## config.mk

```make
export PLATFORM = sky130hd
export DESIGN_NAME = lphs_ctrl
export DESIGN_NICKNAME = d
export VERILOG_FILES = /design/src/lphs_pkg.sv /design/src/lphs_ctrl.sv
export SDC_FILE = /design/constraint.sdc
export NUM_CORES = 1
export LEC_CHECK = 0
export ABC_CLOCK_PERIOD_IN_PS = 1540
export BUFFER_PORTS_ARGS = -buffer_cell sky130_fd_sc_hd__buf_2
export CORE_MARGIN = 2
export CORE_UTILIZATION = 30
export CTS_CLUSTER_DIAMETER = 100
export DETAILED_ROUTE_END_ITERATION = 10
export PLACE_DENSITY = 0.63
export SLEW_MARGIN = 20
export SYNTH_ARGS = -nofsm -noshare
export SYNTH_HDL_FRONTEND = slang
export SYNTH_SLANG_ARGS = --single-unit
```

## constraint.sdc

```tcl
create_clock -name i_clk -period 1.54 [get_ports i_clk]
set_input_delay 0.077 -clock i_clk [delete_from_list [all_inputs] [get_ports i_clk]]
set_output_delay 0.077 -clock i_clk [all_outputs]
set_load 0.01 [all_outputs]
```

## src/lphs_pkg.sv

```systemverilog
// package for the linear probing hash set: codes, states, command/status structs
// no dependencies
package lphs_pkg;

    localparam int MAX_BUCKETS_DEF = 1024;
    localparam int BC_W = 11;
    localparam logic [31:0] HASH_MUL = 32'h82F63B78;

    typedef enum logic [2:0] {
        ST_OK = 3'd0, ST_NOT_FOUND = 3'd1, ST_PRESENT = 3'd2,
        ST_FULL = 3'd3, ST_BAD = 3'd4
    } t_status;

    typedef enum logic [1:0] {
        MD_FIND = 2'd0, MD_INSERT = 2'd1, MD_ERASE = 2'd2, MD_NONE = 2'd3
    } t_mode;

    typedef enum logic [4:0] {
        S_CLEAR, S_IDLE, S_HASH1, S_HASH2, S_PRB_RD, S_PRB_CHK,
        S_ER_RD, S_ER_CHK, S_RE_RD, S_RE_CHK, S_RE_HASH1, S_RE_HASH2,
        S_RE_PRD, S_RE_PCHK, S_OUT
    } t_state;

    // controller -> datapath
    typedef struct packed {
        logic load_in;      // capture input item
        logic clr_start;    // restart clear sweep
        logic clr_step;     // write zero at clear index
        logic hash1;        // first hash stage from probe key
        logic hash2;        // second hash stage, sets probe index
        logic rd_probe;     // read at probe index
        logic step_probe;   // advance probe index
        logic rd_pos;       // read at erase index
        logic step_pos;     // advance erase index
        logic wr_key;       // write input key at probe index, count up
        logic wr_zero_pos;  // write zero at erase index
        logic wr_pkey_prb;  // write probe key at probe index
        logic cnt_dec;      // count down
        logic pkey_from_rd; // probe key takes memory read data
        logic pkey_from_in; // probe key takes input key
        logic init_scan;    // scan counter to zero
        logic set_res;      // latch result
        t_status res_st;
        logic res_bkt_prb;  // result bucket from probe index
        logic res_bkt_pos;  // result bucket from position
    } t_cmd;

    // datapath -> controller
    typedef struct packed {
        logic clr_done;
        logic key_zero;
        logic pos_bad;
        logic rd_zero;
        logic rd_hit;
        logic scan_end;
        logic full;
        t_mode mode;
    } t_sts;

endpackage

```

## src/lphs_ctrl.sv

```systemverilog
// controller state machine for find, insert, erase with reinsertion, clear
// depends on lphs_pkg
module lphs_ctrl (
    input  logic           i_clk,
    input  logic           i_rst_n,
    input  logic           i_cfg_we,
    input  logic           i_in_fire,
    output logic           o_in_ready,
    output logic           o_out_valid,
    input  logic           i_out_ready,
    input  lphs_pkg::t_sts i_sts,
    output lphs_pkg::t_cmd o_cmd
);
    lphs_pkg::t_state r_state, n_state;

    // state register
    always_ff @(posedge i_clk) begin
        if (!i_rst_n || i_cfg_we) r_state <= lphs_pkg::S_CLEAR;
        else r_state <= n_state;
    end

    // next state and commands
    always_comb begin
        n_state = r_state;
        o_cmd = '0;
        o_cmd.res_st = lphs_pkg::ST_BAD;
        o_cmd.clr_start = i_cfg_we;
        o_in_ready = 1'b0;
        o_out_valid = 1'b0;
        case (r_state)
            lphs_pkg::S_CLEAR: begin
                o_cmd.clr_step = 1'b1;
                if (i_sts.clr_done) n_state = lphs_pkg::S_IDLE;
            end
            lphs_pkg::S_IDLE: begin
                o_in_ready = 1'b1;
                o_cmd.load_in = i_in_fire;
                o_cmd.pkey_from_in = i_in_fire;
                if (i_in_fire) n_state = lphs_pkg::S_HASH1;
            end
            lphs_pkg::S_HASH1: begin
                o_cmd.set_res = 1'b1;
                o_cmd.init_scan = 1'b1;
                if (i_sts.mode == lphs_pkg::MD_ERASE) begin
                    if (i_sts.pos_bad) n_state = lphs_pkg::S_OUT;
                    else begin
                        o_cmd.rd_pos = 1'b1;
                        n_state = lphs_pkg::S_ER_RD;
                    end
                end else if (i_sts.mode == lphs_pkg::MD_NONE || i_sts.key_zero) begin
                    n_state = lphs_pkg::S_OUT;
                end else begin
                    o_cmd.hash1 = 1'b1;
                    n_state = lphs_pkg::S_HASH2;
                end
            end
            lphs_pkg::S_HASH2: begin
                o_cmd.hash2 = 1'b1;
                n_state = lphs_pkg::S_PRB_RD;
            end
            lphs_pkg::S_PRB_RD: begin
                o_cmd.rd_probe = 1'b1;
                n_state = lphs_pkg::S_PRB_CHK;
            end
            lphs_pkg::S_PRB_CHK: begin
                o_cmd.set_res = 1'b1;
                if (i_sts.rd_zero) begin
                    n_state = lphs_pkg::S_OUT;
                    if (i_sts.mode == lphs_pkg::MD_FIND) begin
                        o_cmd.res_st = lphs_pkg::ST_NOT_FOUND;
                    end else if (i_sts.full) begin
                        o_cmd.res_st = lphs_pkg::ST_FULL;
                    end else begin
                        o_cmd.res_st = lphs_pkg::ST_OK;
                        o_cmd.res_bkt_prb = 1'b1;
                        o_cmd.wr_key = 1'b1;
                    end
                end else if (i_sts.rd_hit) begin
                    n_state = lphs_pkg::S_OUT;
                    o_cmd.res_bkt_prb = 1'b1;
                    o_cmd.res_st = (i_sts.mode == lphs_pkg::MD_FIND) ?
                                   lphs_pkg::ST_OK : lphs_pkg::ST_PRESENT;
                end else if (i_sts.scan_end) begin
                    n_state = lphs_pkg::S_OUT;
                    o_cmd.res_st = (i_sts.mode == lphs_pkg::MD_FIND) ?
                                   lphs_pkg::ST_NOT_FOUND : lphs_pkg::ST_FULL;
                end else begin
                    o_cmd.set_res = 1'b0;
                    o_cmd.step_probe = 1'b1;
                    n_state = lphs_pkg::S_PRB_RD;
                end
            end
            lphs_pkg::S_ER_RD: begin
                o_cmd.rd_pos = 1'b1;
                n_state = lphs_pkg::S_ER_CHK;
            end
            lphs_pkg::S_ER_CHK: begin
                o_cmd.set_res = 1'b1;
                if (i_sts.rd_zero) begin
                    o_cmd.res_st = lphs_pkg::ST_NOT_FOUND;
                    n_state = lphs_pkg::S_OUT;
                end else begin
                    o_cmd.res_st = lphs_pkg::ST_OK;
                    o_cmd.res_bkt_pos = 1'b1;
                    o_cmd.wr_zero_pos = 1'b1;
                    o_cmd.cnt_dec = 1'b1;
                    n_state = lphs_pkg::S_RE_RD;
                end
            end
            // follower walk: n counts scanned buckets via the probe scan counter
            lphs_pkg::S_RE_RD: begin
                if (i_sts.scan_end) n_state = lphs_pkg::S_OUT;
                else begin
                    o_cmd.step_pos = 1'b1;
                    n_state = lphs_pkg::S_RE_CHK;
                end
            end
            lphs_pkg::S_RE_CHK: begin
                o_cmd.rd_pos = 1'b1;
                n_state = lphs_pkg::S_RE_HASH1;
            end
            lphs_pkg::S_RE_HASH1: begin
                if (i_sts.rd_zero) n_state = lphs_pkg::S_OUT;
                else begin
                    o_cmd.pkey_from_rd = 1'b1;
                    o_cmd.wr_zero_pos = 1'b1;
                    n_state = lphs_pkg::S_RE_HASH2;
                end
            end
            lphs_pkg::S_RE_HASH2: begin
                o_cmd.hash1 = 1'b1;
                n_state = lphs_pkg::S_RE_PRD;
            end
            lphs_pkg::S_RE_PRD: begin
                o_cmd.hash2 = 1'b1;
                n_state = lphs_pkg::S_RE_PCHK;
            end
            lphs_pkg::S_RE_PCHK: begin
                o_cmd.rd_probe = 1'b1;
                n_state = lphs_pkg::S_PRB_RD;
            end
            lphs_pkg::S_OUT: begin
                o_out_valid = 1'b1;
                if (i_out_ready) n_state = lphs_pkg::S_IDLE;
            end
            default: n_state = lphs_pkg::S_IDLE;
        endcase
        // reinsert probing reuses the probe states with erase mode
        if ((r_state == lphs_pkg::S_PRB_CHK) && (i_sts.mode == lphs_pkg::MD_ERASE)) begin
            o_cmd.set_res = 1'b0;
            o_cmd.wr_key = 1'b0;
            o_cmd.step_probe = 1'b0;
            if (i_sts.rd_zero) begin
                o_cmd.wr_pkey_prb = 1'b1;
                n_state = lphs_pkg::S_RE_RD;
            end else begin
                o_cmd.step_probe = 1'b1;
                n_state = lphs_pkg::S_PRB_RD;
            end
        end
        if ((r_state == lphs_pkg::S_RE_PCHK) || (r_state == lphs_pkg::S_ER_CHK)) begin
            o_cmd.init_scan = (r_state == lphs_pkg::S_ER_CHK);
        end
    end
endmodule

```

Yosys cells after proc, flatten, opt, wreduce, memory -nomap -nowiden --
Cells that the tools add are included. W data, S select, Z words.
Cells by class: equality and inequality tests 19, mux-type cells 62, reduce and logical (&&, ||, !) cells 14
Operator list (number):
- $pmux W5 S14 | 1
- $mux W1 | 36
- $eq A5 B4 Y1 const B | 7
- $mux W5 | 7
- $eq A5 B3 Y1 const B | 4
- $mux W4 | 5
- $mux W3 | 6
- $reduce_or A2 Y1 | 6
- $eq A5 B2 Y1 const B | 2
- $ne A3 B3 Y1 const B | 3
- $mux W2 | 3
- $pmux W1 S2 | 3
- $pmux W3 S2 | 1
- $eq A5 B1 Y1 const B | 1
- $logic_not A5 Y1 | 1
- $eq A2 B2 Y1 const B | 2
- $logic_or A1 B1 Y1 | 3
- $reduce_and A3 Y1 | 1
- $logic_not A2 Y1 | 1
- $logic_and A1 B1 Y1 | 1
- $logic_not A1 Y1 | 1
Storage, ports and cells: flip-flop bits (word level) 5, bits of input ports 14, output and inout bits 24, word-level logic and storage cells 96

Logic depth before layout (Yosys ltp) --
word-level depth 6, gate-level depth with buffers 7, gate-level depth less buffers 5

Least setup slack after synthesis --
OpenSTA, ideal clock, no wires.
path kind reg2reg, from reg r_state[3], to reg r_state[0], data arrival time 1341 ps, required time 1466 ps, path slack 125 ps, cell stages (with the launch flop) 7, path through dfxtp_1 -> buf_4 -> nand4bb_1 -> buf_4 -> nor2_2 -> or4_1 -> a31oi_1
On the way: word-level cells in the longest chain between the ends 4
RTL lines:
- from (decl) | line lphs_ctrl.sv:14 | lphs_pkg::t_state r_state, n_state;
- from (signal assigned) | line lphs_ctrl.sv:18 | if (!i_rst_n || i_cfg_we) r_state <= lphs_pkg::S_CLEAR;
- from (signal assigned) | line lphs_ctrl.sv:19 | else r_state <= n_state;
- $eq A5 B4 Y1 (tied with other cells) | line lphs_ctrl.sv:30 | case (r_state)
- $reduce_or A2 Y1 (no line) / $logic_and A1 B1 Y1 (equally long branches)
- $pmux W5 S14 / $ne A3 B3 Y1 (equally long branches)
- $mux W5 / $reduce_and A3 Y1 (equally long branches)
Parallel ways exist; a longest one is shown, timed or not. A chain may end at the register's enable or synchronous reset.

==> metrics.txt <==
wire length of the first global-routing pass=approximately 3600 um; synthesized area divided by synthesized cell count=around 6.2 um^2; switching pwr=about 100 uW; largest stage delay on the critical path=0.34 ns; Clock Root Buffer=clkbuf_4; Max rail drop VDD=0.350 mV; post-synthesis to final-layout area growth=52.8%; # H-tree levels=1; critical path class=reg2out; RSZ-0062 raised after global routing=true; dpl hpwl=around 1800 um; number of buffers added by the clock tree synthesis step=3; final hold violation count=0; number of setup violations in the final report=0; # DRC=0; Yosys Warn Count=0; number of input and output port buffers inserted=37; count of unique library cells instantiated by Yosys=41; element type at the critical path start=flop; number of global-route vias before repair=825; clock buffer depth=2; routed via count=940; number of cells produced by synthesis=about 110; Routed WL per cell=approximately 13 um; largest fanout of any net on the critical path=5; share of layout cells above drive strength 1=0.469; clk sinks=4; latest clock arrival within the worst-skew pair=between 0.2 and 0.25 ns; Ports=38; Largest regs=r_state x4; die outline height=between 50 and 60 um; number of enable-type register cells in the synthesized netlist=0; worst-case hold slack=~0.12 ns; buffers and inverters on the worst path=1; post-detailed-route count of antenna-violating nets=0; commonest non-fill, non-tap cell in the layout=buf_2; detailed-routed wire length on met2=1070 um; cells traversed along the worst timing path=nand4bb_4, or2_4, nor3_2, buf_2; number of antenna violations at the first check in global routing=0; Avg Vias per Cell=between 5 and 6; fraction of power consumed by sequential logic=0.327; min setup slack post-route=roughly 0.05 ns; syn nets=119; wire length the detailed router placed on met1=about 980 um; sort of element at the end of the critical path=output pin; effective utilization at floorplan=0.323; highest-count cells in the layout ignoring fill and taps=buf_2, nor2_1, buf_4; arrival time at the worst endpoint=about 1.4 ns; slowest stage cell on the critical path=dfxtp_2; area of the core=2000 um^2; required time worst endpoint=roughly 1.5 ns; reg-to-reg slack, setup=0.07 ns; number of fillers in the final layout=~210; Initial DRC Count=32; clk_skew=between 0.003 and 0.004 ns; total iterations of the first detailed-routing run=4; minimum setup slack after placement=about 0.011 ns; max reg flops=4; Top reg by flops=r_state; Die ar.=between 2000 and 3000 um^2; top cell family by delay on the critical path=simple AND/OR/NAND/NOR gates; final wirelength=2310 um; combined global-route utilization of all metal layers=0.181; Post-Syn Area=approximately 650 um^2; gpl congestion=about 0.94; leakage power total=about 0.00045 uW; Gate power share=0.278; worst-case headroom to the max-slew limit=0.650; Pint=between 200 and 250 uW; commonest register cell after synthesis=dfxtp_1; floorplan row count=16; Switching Fraction=0.306; max_cap viols=0; Hold/Removal Path Class=in2reg; post-synthesis async set-or-reset flop share=0; CTS clk-pin slew, worst paths=approximately 0.040 ns; clock tree from TritonCTS=done; diode insertion count for antenna repair=0; FF+latch count, synth=4; total power per unit cell area=336 nW/um^2; share of the yosys chip area belonging to registers=0.124; Die Width=50.4 um; ratio of final minimum period to clock period=0.967; Net count, final=between 150 and 200; routed wl met3=212 um; final worst path period need=between 1 and 1.5 ns; Worst Tran Pin Value=between 0.5 and 0.6 ns; overflow left after global routing=0; pin count of the biggest net entering global routing=16; uppermost layer routed=met4; number of max-slew violations in the final report=0; proportion of power drawn by the clock network=0.395; upper clock frequency limit=between 0.6 and 0.7 GHz; result of the run=finished clean
## power by group through the flow
stage | sequential [uW] | clock [uW] | combinational, uW
after global routing | 109 | 143 | 101
final | 108 | 131 | 92.4
after floorplan | 109 | 0 | 48.9
after CTS | 109 | 135 | 88.9
after global placement | 110 | 0 | 89.2
after detailed placement | 110 | 0 | 87.8
## worst register-to-register path: cells and delay by family (launching register included)
kind                   cells  cell delay, ns
flip-flops                 1            0.33
AO/OA/AOI/OAI              1            0.18
buffers and inverters      1            0.14
AND/OR/NAND/NOR            3            0.73
## metal layers
metal / vias up / GRT usage
met5: - / 0
met4: 0 / 0.0946
met3: 6 / 0.0327
met2: 48 / 0.276
met1: 416 / 0.241
li1: 470 / -
## per-stage QoR
stage / std cells / utilization / TNS [ns] / cell area (um^2) / power, uW
global route: 174 / 0.494 / -0.0115 / 988 / 352
global placement: 170 / 0.451 / -0.0260 / 903 / 199
finish: 174 / 0.494 / 0 / 988 / 332
detailed placement: 170 / 0.451 / 0 / 903 / 198
CTS: 173 / 0.478 / 0 / 957 / 333
floorplan: 105 / - / 0 / 647 / 158
## path summary, 6_finish.rpt
check                   start    endpoint  cells past startpoint
setup / recovery   r_state[3]    o_cmd[3]                      4
hold / removal    i_out_ready  r_state[1]                      3
setup reg to reg   r_state[1]  r_state[0]                      5
hold reg to reg    r_state[1]  r_state[0]                      3
## cells in the mapped netlist, types with 2 or more instances
master,n,share of area
nor2_1,19,0.11
nor3_1,10,0.077
a21oi_1,9,0.070
nand2_1,6,0.035
buf_4,5,0.058
clkbuf_1,4,0.023
dfxtp_1,4,0.12
nand2b_1,4,0.039
o21ai_0,4,0.031
o31ai_1,3,0.035
a211oi_1,2,0.023
inv_1,2,0.012
nand3_1,2,0.015
o21a_1,2,0.023
or2_2,2,0.019
or2b_1,2,0.023
## cells by family after synthesis
kind of cell | after synthesis | synth area share
buf+inv | 13 | 0.106
flops | 4 | 0.124
simple gates | 56 | 0.441
xor+xnor | 1 | 0.0135
compound gates | 31 | 0.315
## final cells by class
class,instances,area (um^2),share of cell area
tap,27,33.8,0.0342
sequential,4,87.6,0.0886
clock buffer,3,22.5,0.0228
inverter,3,11.3,0.0114
timing repair buffer,49,288,0.291
multi-input combinational,88,546,0.552
## what timing repair did
action | CTS | global route
pin swaps | 0 | 3
setup endpoints to repair | 7 | 8
hold buffers | 0 | 0
setup buffers | 0 | 1
gates resized for setup | 8 | 6
Note: power is estimated with default switching activity, not from simulation.
